<file path="src/sv/positional_sequence_store_unit_defines.svh">
// ----------------------------------------------------------------------------
// Assertion macros for the positional sequence store unit
// ----------------------------------------------------------------------------
`ifndef POSITIONAL_SEQUENCE_STORE_UNIT_DEFINES_SVH
`define POSITIONAL_SEQUENCE_STORE_UNIT_DEFINES_SVH

// implication checked on every clock edge outside reset
`define PSS_ASSERT_IMP(label, clk, rst_n, lhs, rhs) \
    label: assert property (@(posedge clk) disable iff (!rst_n) (lhs) |-> (rhs)) \
        else $error("assertion failed");

// next-cycle implication
`define PSS_ASSERT_NEXT(label, clk, rst_n, lhs, rhs) \
    label: assert property (@(posedge clk) disable iff (!rst_n) (lhs) |=> (rhs)) \
        else $error("assertion failed");

`endif

</file>
<file path="src/sv/pss_pkg.sv">
`default_nettype none
// ----------------------------------------------------------------------------
// pss_pkg
// Constants and types shared by the positional sequence store unit.
// ----------------------------------------------------------------------------
package pss_pkg;
    localparam int CAPACITY   = 64;
    localparam int DATA_WIDTH = 32;
    localparam int AW         = $clog2(CAPACITY);
    localparam int CW         = $clog2(CAPACITY + 1);

    localparam logic [2:0] CMD_INS_FRONT = 3'd0;
    localparam logic [2:0] CMD_INS_BACK  = 3'd1;
    localparam logic [2:0] CMD_INS_POS   = 3'd2;
    localparam logic [2:0] CMD_DEL_FRONT = 3'd3;
    localparam logic [2:0] CMD_DEL_BACK  = 3'd4;
    localparam logic [2:0] CMD_DEL_POS   = 3'd5;
    localparam logic [2:0] CMD_READ      = 3'd6;
    localparam logic [2:0] CMD_UNUSED    = 3'd7;

    localparam logic [1:0] ST_DONE    = 2'd0;
    localparam logic [1:0] ST_IGNORED = 2'd1;
    localparam logic [1:0] ST_FULL    = 2'd2;
    localparam logic [1:0] ST_ELEMENT = 2'd3;

    typedef logic [AW-1:0]         t_addr;
    typedef logic [DATA_WIDTH-1:0] t_data;

    typedef struct packed {
        logic  we;
        t_addr waddr;
        t_data wdata;
        t_addr raddr;
    } t_mem_req;
endpackage
`default_nettype wire

</file>
<file path="src/sv/pss_ram.sv">
`default_nettype none
// ----------------------------------------------------------------------------
// pss_ram
// Element store: one write port, one registered read port.
// ----------------------------------------------------------------------------
module pss_ram import pss_pkg::*; (
    input  wire logic     i_clk,
    input  wire t_mem_req i_req,
    output t_data         o_rdata
);
    t_data r_mem [CAPACITY];
    t_data r_rdata;

    always_ff @(posedge i_clk) begin
        if (i_req.we) begin
            r_mem[i_req.waddr] <= i_req.wdata;
        end
        r_rdata <= r_mem[i_req.raddr];
    end

    assign o_rdata = r_rdata;
endmodule
`default_nettype wire

</file>
<file path="src/sv/pss_ctrl.sv">
`default_nettype none
// ----------------------------------------------------------------------------
// pss_ctrl
// Command sequencer: decodes, shifts entries one per cycle, streams readout.
// ----------------------------------------------------------------------------
module pss_ctrl import pss_pkg::*; (
    input  wire logic        i_clk,
    input  wire logic        i_rst_n,
    input  wire logic        i_start,
    input  wire logic [2:0]  i_cmd,
    input  wire logic [31:0] i_item_value,
    input  wire logic [7:0]  i_position,
    input  wire t_data       i_rdata,
    output t_mem_req         o_req,
    output logic             o_busy,
    output logic             o_valid,
    output logic [1:0]       o_status,
    output logic [31:0]      o_element_value,
    output logic [6:0]       o_element_index,
    output logic [6:0]       o_element_count,
    output logic             o_last_of_run
);
    localparam logic [2:0] S_IDLE = 3'd0;
    localparam logic [2:0] S_INS  = 3'd1;
    localparam logic [2:0] S_DEL  = 3'd2;
    localparam logic [2:0] S_RD   = 3'd3;
    localparam logic [2:0] S_FIN  = 3'd4;

    logic [2:0]  r_state, n_state;
    logic [CW-1:0] r_count, n_count;
    logic [CW-1:0] r_ptr, n_ptr;       // current slot being moved/read
    logic [CW-1:0] r_tgt, n_tgt;       // target slot (0-based)
    t_data       r_val, n_val;
    logic        r_pend, n_pend;       // read issued last cycle
    logic [CW-1:0] r_pslot, n_pslot;
    logic        r_ov, n_ov;
    logic [1:0]  r_st, n_st;
    logic [6:0]  r_ei, n_ei;
    logic        r_lr, n_lr;

    logic [8:0]  w_pos;
    t_mem_req    w_req;

    always_ff @(posedge i_clk) begin
        if (!i_rst_n) begin
            r_state <= S_IDLE;
            r_count <= '0;
            r_pend  <= 1'b0;
            r_ov    <= 1'b0;
        end else begin
            r_state <= n_state;
            r_count <= n_count;
            r_pend  <= n_pend;
            r_ov    <= n_ov;
        end
        r_ptr   <= n_ptr;
        r_tgt   <= n_tgt;
        r_val   <= n_val;
        r_pslot <= n_pslot;
        r_st    <= n_st;
        r_ei    <= n_ei;
        r_lr    <= n_lr;
    end

    always_comb begin
        n_state = r_state;
        n_count = r_count;
        n_ptr   = r_ptr;
        n_tgt   = r_tgt;
        n_val   = r_val;
        n_pend  = 1'b0;
        n_pslot = r_pslot;
        n_ov    = 1'b0;
        n_st    = r_st;
        n_ei    = '0;
        n_lr    = 1'b1;
        w_req   = '0;
        w_pos   = 9'd0;
        case (r_state)
            S_IDLE: begin
                if (i_start) begin
                    n_val = i_item_value[DATA_WIDTH-1:0];
                    case (i_cmd)
                        CMD_INS_FRONT, CMD_INS_BACK, CMD_INS_POS: begin
                            if (i_cmd == CMD_INS_FRONT) w_pos = 9'd1;
                            else if (i_cmd == CMD_INS_BACK) w_pos = 9'(r_count) + 9'd1;
                            else w_pos = {1'b0, i_position};
                            if (w_pos < 9'd1 || w_pos > 9'(r_count) + 9'd1) begin
                                n_st = ST_IGNORED; n_state = S_FIN;
                            end else if (r_count >= CW'(CAPACITY)) begin
                                n_st = ST_FULL; n_state = S_FIN;
                            end else begin
                                n_tgt = CW'(w_pos - 9'd1);
                                n_ptr = r_count;
                                n_st = ST_DONE; n_state = S_INS;
                            end
                        end
                        CMD_DEL_FRONT, CMD_DEL_BACK, CMD_DEL_POS: begin
                            if (i_cmd == CMD_DEL_FRONT) w_pos = 9'd1;
                            else if (i_cmd == CMD_DEL_BACK) w_pos = 9'(r_count);
                            else w_pos = {1'b0, i_position};
                            if (r_count == '0 || w_pos < 9'd1 || w_pos > 9'(r_count)) begin
                                n_st = ST_IGNORED; n_state = S_FIN;
                            end else begin
                                n_ptr = CW'(w_pos - 9'd1);
                                n_st = ST_DONE; n_state = S_DEL;
                            end
                        end
                        CMD_READ: begin
                            if (r_count == '0) begin
                                n_st = ST_IGNORED; n_state = S_FIN;
                            end else begin
                                n_ptr = '0; n_state = S_RD;
                            end
                        end
                        default: begin
                            n_st = ST_IGNORED; n_state = S_FIN;
                        end
                    endcase
                end
            end
            // shift up: read ptr-1, write ptr on next cycle
            S_INS: begin
                if (r_pend) begin
                    w_req.we    = 1'b1;
                    w_req.waddr = r_pslot[AW-1:0];
                    w_req.wdata = i_rdata;
                end
                if (r_ptr == r_tgt) begin
                    if (!r_pend) begin
                        w_req.we    = 1'b1;
                        w_req.waddr = r_tgt[AW-1:0];
                        w_req.wdata = r_val;
                        n_count = r_count + 1'b1;
                        n_state = S_FIN;
                    end else begin
                        n_pend = 1'b0;
                    end
                end else begin
                    w_req.raddr = AW'(r_ptr - 1'b1);
                    n_pend  = 1'b1;
                    n_pslot = r_ptr;
                    n_ptr   = r_ptr - 1'b1;
                end
            end
            // shift down: read ptr+1, write ptr on next cycle
            S_DEL: begin
                if (r_pend) begin
                    w_req.we    = 1'b1;
                    w_req.waddr = r_pslot[AW-1:0];
                    w_req.wdata = i_rdata;
                end
                if (r_ptr + 1'b1 >= r_count) begin
                    n_count = r_count - 1'b1;
                    n_state = S_FIN;
                end else begin
                    w_req.raddr = AW'(r_ptr + 1'b1);
                    n_pend  = 1'b1;
                    n_pslot = r_ptr;
                    n_ptr   = r_ptr + 1'b1;
                end
            end
            S_RD: begin
                if (r_ptr < r_count) begin
                    w_req.raddr = r_ptr[AW-1:0];
                    n_ptr = r_ptr + 1'b1;
                    n_ov  = 1'b1;
                    n_st  = ST_ELEMENT;
                    n_ei  = 7'(r_ptr + 1'b1);
                    n_lr  = (r_ptr + 1'b1 == r_count);
                end else begin
                    n_state = S_IDLE;
                end
            end
            S_FIN: begin
                n_ov    = 1'b1;
                n_state = S_IDLE;
            end
            default: n_state = S_IDLE;
        endcase
    end

    assign o_req           = w_req;
    assign o_busy          = (r_state != S_IDLE) || r_ov;
    assign o_valid         = r_ov;
    assign o_status        = r_st;
    assign o_element_value = (r_st == ST_ELEMENT) ? 32'($signed(i_rdata)) : 32'd0;
    assign o_element_index = r_ei;
    assign o_element_count = 7'(r_count);
    assign o_last_of_run   = r_lr;
endmodule
`default_nettype wire

</file>
<file path="src/sv/positional_sequence_store_unit.sv">
`default_nettype none
// ----------------------------------------------------------------------------
// positional_sequence_store_unit
// Ordered sequence of up to 64 signed words, kept packed in one RAM.
// ----------------------------------------------------------------------------
// Usage: drive i_cmd, i_item_value, i_position and raise start while
// busy is low; the word is taken at that edge. Results come one per cycle,
// each marked by o_valid for a single cycle; o_last_of_run flags the final
// one. The receiver cannot stall; every result must be captured when shown.
// Steps from the accepting edge to the last result: rejected and unknown
// commands go straight to their result. Delete at 1-based position p
// shifts the entries after p down, one RAM read/write per shifted entry.
// Insert at p below the back shifts the entries from p up, one RAM
// read/write per shifted entry, then writes the new word; append writes it
// at once. Readout reads each element through the single RAM read port,
// one per cycle. Busy stays high until the last result has been shown.
// Reset (synchronous, active low) empties the store; RAM contents are not
// cleared, only the count, and stale entries are never read.
// ----------------------------------------------------------------------------
`include "positional_sequence_store_unit_defines.svh"
module positional_sequence_store_unit import pss_pkg::*; (
    input  wire logic        i_clk,
    input  wire logic        i_rst_n,
    input  wire logic        start,
    output logic             busy,
    input  wire logic [2:0]  i_cmd,
    input  wire logic [31:0] i_item_value,
    input  wire logic [7:0]  i_position,
    output logic             o_valid,
    output logic [1:0]       o_status,
    output logic [31:0]      o_element_value,
    output logic [6:0]       o_element_index,
    output logic [6:0]       o_element_count,
    output logic             o_last_of_run
);
    t_mem_req w_req;
    t_data    w_rdata;
    logic     w_elem_shown;
    logic     w_idx_ok;

    pss_ram u_ram (
        .i_clk   (i_clk),
        .i_req   (w_req),
        .o_rdata (w_rdata)
    );

    pss_ctrl u_ctrl (
        .i_clk           (i_clk),
        .i_rst_n         (i_rst_n),
        .i_start         (start && !busy),
        .i_cmd           (i_cmd),
        .i_item_value    (i_item_value),
        .i_position      (i_position),
        .i_rdata         (w_rdata),
        .o_req           (w_req),
        .o_busy          (busy),
        .o_valid         (o_valid),
        .o_status        (o_status),
        .o_element_value (o_element_value),
        .o_element_index (o_element_index),
        .o_element_count (o_element_count),
        .o_last_of_run   (o_last_of_run)
    );

    assign w_elem_shown = o_valid && (o_status == ST_ELEMENT);
    assign w_idx_ok     = (o_element_index >= 7'd1) && (o_element_index <= o_element_count);

    `PSS_ASSERT_IMP(a_count_range, i_clk, i_rst_n, 1'b1, o_element_count <= 7'(CAPACITY))
    `PSS_ASSERT_IMP(a_idx_in_count, i_clk, i_rst_n, w_elem_shown, w_idx_ok)
    `PSS_ASSERT_NEXT(a_accept_busy, i_clk, i_rst_n, start && !busy, busy)
endmodule
`default_nettype wire
</file>
<file path="config.mk">
export PLATFORM = sky130hd
export DESIGN_NAME = positional_sequence_store_unit
export DESIGN_NICKNAME = d
export VERILOG_FILES = /design/src/sv/pss_pkg.sv /design/src/sv/pss_ram.sv /design/src/sv/pss_ctrl.sv /design/src/sv/positional_sequence_store_unit.sv
export VERILOG_INCLUDE_DIRS = /design/src /design/src/sv
export SDC_FILE = /design/constraint.sdc
export NUM_CORES = 2
export LEC_CHECK = 0
export BUFFER_PORTS_ARGS = -buffer_cell sky130_fd_sc_hd__buf_2
export CAP_MARGIN = 30
export CORE_UTILIZATION = 59
export CTS_BUF_LIST = sky130_fd_sc_hd__clkbuf_8
export CTS_CLUSTER_DIAMETER = 50
export DETAILED_ROUTE_END_ITERATION = 6
export PLACE_DENSITY_LB_ADDON = 0.2
export SLEW_MARGIN = 20
export SYNTH_ARGS = -nofsm -noshare
export SYNTH_HDL_FRONTEND = slang
export SYNTH_HIERARCHICAL = 1
export SYNTH_SLANG_ARGS = --single-unit
</file>
<file path="constraint.sdc">
create_clock -name i_clk -period 6.18 [get_ports i_clk]
set_input_delay 0.927 -clock i_clk [delete_from_list [all_inputs] [get_ports i_clk]]
set_output_delay 0.927 -clock i_clk [all_outputs]
set_load 0.01 [all_outputs]
</file>
[Yosys cells after proc, flatten, opt, wreduce, memory -nomap -nowiden]
Memory sizes are Yosys's and may differ from the RTL's. A register that Yosys moved wholly into a read port is not among the register bits.
Index checks and enable logic that the tools add are counted.
Storage, ports and cells
  bits in registers: 74
  RAM bits: 2048
  word-level logic and storage cells: 140
  memories: 1
Cells by class
  add/subtract/negate cells: 7
  $lt $le $gt $ge: 7
  equal/unequal tests: 27
  multiplexer cells: 62
  bitwise gates (word level): 2
  reduce and logical (&&, ||, !) cells: 23
Memory list
  u_ram.r_mem: words 64, width 32, rd ports 1, clocked after Yosys merged registers in 1, write ports 1, line pss_ram.sv:11  | t_data r_mem [CAPACITY];
Operator list (number)
  39-bit two-way mux: 3
  9-bit two-way mux: 9
  39-bit one-hot mux with 2 select lines: 1
  7-bit two-way mux: 11
  32-bit two-way mux: 1
  6-bit two-way mux: 5
  7-bit one-hot mux with 4 select lines: 1
  7-bit by 1-bit subtractor with 7-bit output (second input constant): 4
  3-bit two-way mux: 9
  7-bit one-hot mux with 3 select lines: 1
  9-bit by 1-bit < comparator with 1-bit output (second input constant): 2
  6-bit one-hot mux with 3 select lines: 1
  7-bit by 1-bit adder with 7-bit output (second input constant): 2
  7-bit equality test: 2
  7-bit one-hot mux with 2 select lines: 1
  3-bit by 2-bit equality test with 1-bit output (second input constant): 4
  3-bit equality test (second input constant): 4
  3-bit inequality test (second input constant): 4
  3-bit one-hot mux with 4 select lines: 1
  6-bit one-hot mux with 2 select lines: 1
  2-bit two-way mux: 5
  10-bit AND reduction: 1
  5-bit AND reduction: 2
  9-bit by 7-bit greater-than comparator with 1-bit output: 1
  30 further kinds: 52

[Longest topological paths before layout]
  depth after elaboration: 13
  depth in mapped cells: 22

[Cells and area by module]
The synthesis kept the hierarchy.
Modules (own cells, without submodules)
  pss_ram: times used 1, cells an instance 3370, area an instance 78779.3 um2
  pss_ctrl: times used 1, cells an instance 605, area an instance 5706.7 um2
  positional_sequence_store_unit: times used 1, cells an instance 1, area an instance 13.8 um2

[Least setup slack after synthesis]
No wires, ideal clock.
  path kind: flip-flop to flip-flop
  start point: register u_ctrl.r_state[0]
  end point: register u_ctrl.r_tgt[0] (enable)
  setup time: 330 ps
  data arrival time: 5609 ps
  setup slack: 241 ps
  stages on the path, launching flop included: 7
  path buffers: 2
  cells stage by stage: dfxtp_1 > clkbuf_1 > clkbuf_1 > or4_1 > nor2b_4 > nor4b_1 > and3_1
On the way
  word-level cells in the longest chain between the ends: 5
  elaborated cells on any way between the ends: 6
  those cells by class: reduce/logical (6)
Ends and longest elaborated chain
  start, declared: line pss_ctrl.sv:29  | logic [2:0] r_state, n_state;
  start signal, assigned: line pss_ctrl.sv:51  | r_state <= n_state;
  3-bit nonzero test: line pss_ctrl.sv:184  | assign o_busy = (r_state != S_IDLE) || r_ov;
  1-bit logical OR: line pss_ctrl.sv:184
  net busy: line positional_sequence_store_unit.sv:25  | output logic busy,
  1-bit zero test: line positional_sequence_store_unit.sv:50  | .i_start (start && !busy),
  1-bit logical AND: line positional_sequence_store_unit.sv:50
  5-bit AND reduction (no source line)
  end signal, assigned: line pss_ctrl.sv:57  | r_tgt <= n_tgt;
  end, declared: line pss_ctrl.sv:32  | logic [CW-1:0] r_tgt, n_tgt;
The timed path passes the listed nets, and every way through them passes these cells.
A chain may end at the register's enable or synchronous reset.

==> summary.txt <==
Pwr
  • Total Power Consumption: 27.49 mW
  • Switching part of the total power: 0.2106
  • Comb pwr share: 0.021
  • Power density over the cells: 289.0 nW/µm²
  • Clock share of power: 0.401
  • Sequential share of power: 0.578
  • Leak: between 20 and 25 nW
  • Peak ir drop on the vdd network: 0.2375 mV
  • Net switching component of the power: 5.789 mW
  • Int Power: 21.70 mW

Detailed routing
  • Routed Antenna Nets: 0
  • Highest Signal Layer: met5
  • Drt drc: 0
  • Avg WL per Cell: 33.01 µm
  • Initial DRT Pass Iterations: 6
  • Routed wire length on met3: 24.94 mm
  • Met2 routed WL: roughly 100 mm
  • Routed met1 length: 84.09 mm
  • Iter 0 DRT Violations: 6,619
  • Overall via count from detail_route: 44,080
  • Routed wire length: around 220 mm
  • Detailed-route vias per instance: 6.730

Final layout
  • Fillcell total: 9,047
  • Final-stage net count: 4,493
  • Fraction of layout cells with a size suffix above 1: 0.2969
  • Non-filler cells in the finished layout: around 6,600
  • Summed area of non-filler cells in the final layout: between 90,000 and 100,000 µm²
  • Area grow syn2layout: 12.57%
  • Utilization after layout: 0.6710

Timing
  • TNS Setup: 0 ps
  • Max Transition Viols Final: 0
  • Layout Skew: ~74 ps
  • Hold Fails Final Rpt: 0
  • Actual transition at the worst max-transition pin: slightly above 1000 ps
  • RSZ-0062 raised after global routing: no
  • Crit path time final: 5937 ps
  • Max_slew headroom: 0.3128
  • Final cycle utilization of the critical path: 0.9606
  • Setup Viol. Count Final: 0
  • Max Fclk: between 150 and 200 MHz

CTS
  • Postcts setup bufs: 0
  • Clk buf depth: 4
  • Clock insertion delay at the later pin of the skew report: 1020 ps
  • Clock slew at the register clock pins of the worst setup and hold paths: 60 ps
  • Clock sinks: 2,154
  • Number of levels in the clock H-tree: 5
  • Number of buffers added to fix hold violations after cts: 0
  • Quantity of gates resized following cts: 0
  • Root Buffer: sky130_fd_sc_hd__clkbuf_8
  • Total clock buffers created by CTS: approximately 350
  • Clock tree from TritonCTS: built

Synthesis
  • Register bit total from synthesis: 2,154
  • Count of different cell masters after synthesis: 89
  • Multiplexer share of the synthesized area: 0.1553
  • Cell type with the largest total area after synthesis: sky130_fd_sc_hd__edfxtp_1
  • Number of flops mapped to enable cells by yosys: between 2,000 and 2,500
  • Share of Yosys cell area claimed by the top area cell type: 0.7470
  • Async SR Flop Fraction: 0
  • Main area contributors after synthesis: sky130_fd_sc_hd__edfxtp_1, sky130_fd_sc_hd__mux4_2, sky130_fd_sc_hd__mux2i_1
  • Most used standard cell by instance count after synthesis: sky130_fd_sc_hd__edfxtp_1
  • Post-synthesis compound-gate area fraction: 0.03355
  • Syn Std Cell Area: 84,500 µm²
  • Number of cells produced by synthesis: between 3,000 and 4,000
  • Most frequent cells after synthesis: sky130_fd_sc_hd__edfxtp_1, sky130_fd_sc_hd__mux4_2, sky130_fd_sc_hd__nor2_1
  • Yosys warning total: 6
  • Sequential cell area fraction in the yosys report: 0.7593
  • Basic-gate share of the synthesized area counting and, or, nand and nor cells: 0.02544
  • Post-Synth XOR/XNOR Area: 0.003731
  • Post-Synth Adder-Cell Area: 0.006160
  • Most used DFF post-synth: sky130_fd_sc_hd__edfxtp_1
  • Mean post-synth cell area: 21.25 µm²
  • Combinational family with the most area after synthesis: multiplexers
  • Nets in the synthesized netlist: 4,063

Job
  • Max-cap viol count: 0

Worst setup path
  • Data arrival time of the worst path: 6780 ps
  • Crit Reg-Reg Startpoint: u_ctrl/r_ptr[3]
  • Crit. End Element: flop
  • Critical-path maximum fanout: 34
  • Kind of cell with the highest combined delay on the critical path: multiplexers
  • Required time worst endpoint: about 7000 ps
  • Critical path launch point: u_ctrl/r_ptr[3]
  • Category of the most critical setup path: flop to flop
  • Slowest stage delay, CP: ~670 ps
  • Number of buffer and inverter stages on the critical path: 2
  • Crit start category: flop
  • Slowest cell on the critical path: sky130_fd_sc_hd__o22ai_1
  • Sequence of cells on the critical path: and3_1 > nand3_1 > xnor2_1 > ha_1 > a21o_1 > a221oi_1 > and3_1 > nor2b_1 > mux2i_4 > buf_12 > buf_4 > mux4_2 > mux4_2 > o22ai_1 > nor2_1

Floorplanning
  • Die Y: between 300 and 400 µm
  • Starting density of the core: 0.5961
  • Die ar.: 144,700 µm²
  • Top-Level Pins: 97
  • Die Wd: around 380 µm
  • Std-Cell Core Area: 141,800 µm²
  • Number of standard-cell rows in the floorplan: 138

Place
  • Post-placement cell count: 5,941
  • Count of buffers inserted at the top-level ports: 96
  • Area post-placement: 88,910 µm²
  • Routability cong.: 0.8835
  • DP HPWL: 122.9 mm

Global routing
  • Wire length of the first global-routing pass: 308.4 mm
  • Largest net degree at the start of global routing: between 60 and 70
  • Via count of the first global-routing pass: 43,710
  • Aggregate global-route resource usage: 0.3002
  • Antenna violations before repair: 10
  • Global route total overflow: 0

Hold path
  • Startpoint of the worst hold path: i_item_value[29]
  • Worst min path class: input pin to flop

Run status
  • Result of the run: finished clean
-- sequential cells by signal, indices dropped and copies added, names as in the netlist --
signal	cells
u_ctrl/o_element_count	7
u_ctrl/o_element_index	7
u_ctrl/o_last_of_run	1
u_ctrl/o_status	2
u_ctrl/o_valid	1
u_ctrl/r_pend	1
u_ctrl/r_pslot	6
u_ctrl/r_ptr	7
u_ctrl/r_state	3
u_ctrl/r_tgt	7
u_ctrl/r_val	32
u_ram/o_rdata	32
u_ram/r_mem	2048
-- cells by family (layout without fill, tap and decap cells) --
logic type | after synthesis | in the layout
XOR/XNOR | 36 | 36
AO/OA/AOI/OAI | 400 | 400
other | 0 | 6
multiplexers | 658 | 658
adder cells (fa/ha/maj) | 41 | 41
AND/OR/NAND/NOR | 428 | 428
flip-flops | 2154 | 2154
buffers and inverters | 259 | 937
-- final cells by class --
type                    instances  area [µm²]  share of cell area
clock inverters               237        1116             0.01173
diodes                          6       15.01           0.0001578
well taps                    1890        2365             0.02486
repair buffers                311        2823             0.02967
flip-flops and latches       2154       64160              0.6745
clock buffers                 362        4982             0.05238
inverters                      27       102.6            0.001079
multi-input cells            1563       19560              0.2056
-- metal layers --
metal / GRT usage / vias to the layer above
met1: 0.4411 / 23100
met2: 0.4526 / 2921
met5: 0 / -
met4: 0.1052 / 4
met3: 0.06466 / 423
li1: - / 17630
-- placed cells by master (no fill, tap or decap), types with 35 or more instances in the layout --
master	n
sky130_fd_sc_hd__a21oi_1	89
sky130_fd_sc_hd__and3_1	38
sky130_fd_sc_hd__buf_12	36
sky130_fd_sc_hd__buf_2	97
sky130_fd_sc_hd__buf_4	164
sky130_fd_sc_hd__clkbuf_8	362
sky130_fd_sc_hd__clkinv_1	72
sky130_fd_sc_hd__clkinv_2	35
sky130_fd_sc_hd__dfxtp_1	52
sky130_fd_sc_hd__edfxtp_1	2102
sky130_fd_sc_hd__ha_1	40
sky130_fd_sc_hd__inv_1	143
sky130_fd_sc_hd__mux2i_1	123
sky130_fd_sc_hd__mux4_2	521
sky130_fd_sc_hd__nand2_1	63
sky130_fd_sc_hd__nor2_1	105
sky130_fd_sc_hd__nor2_4	60
sky130_fd_sc_hd__o22ai_1	89
-- worst paths after layout --
| kind | to | slack [ps] | cells after the start |
|---|---|---|---|
| max | u_ram/o_rdata[23] | 240 | 15 |
| min | u_ctrl/r_val[29] | 90 | 1 |
| max reg2reg | u_ram/o_rdata[23] | 240 | 15 |
| min reg2reg | u_ctrl/r_pslot[4] | 620 | 1 |
-- metrics by stage --
stage | hold WS (ps) | setup WS [ps]
detailed placement | 596.6 | 370.5
global route | 32.92 | 80.03
CTS | 5.887 | 368.7
global placement | 599.4 | 523.8
floorplan | 452.3 | 240.6
finish | 93.35 | 243.5
-- power by group through the flow --
stage	Sequential, mW	Combinational (mW)	Clock, mW
after floorplan	16.2	0.392	0
after global placement	16.2	0.557	0
after detailed placement	16.2	0.563	0
after CTS	15.9	0.565	11.2
after global routing	15.9	0.605	11.8
final	15.9	0.569	11.0
Power figures use the tool's default switching activity.
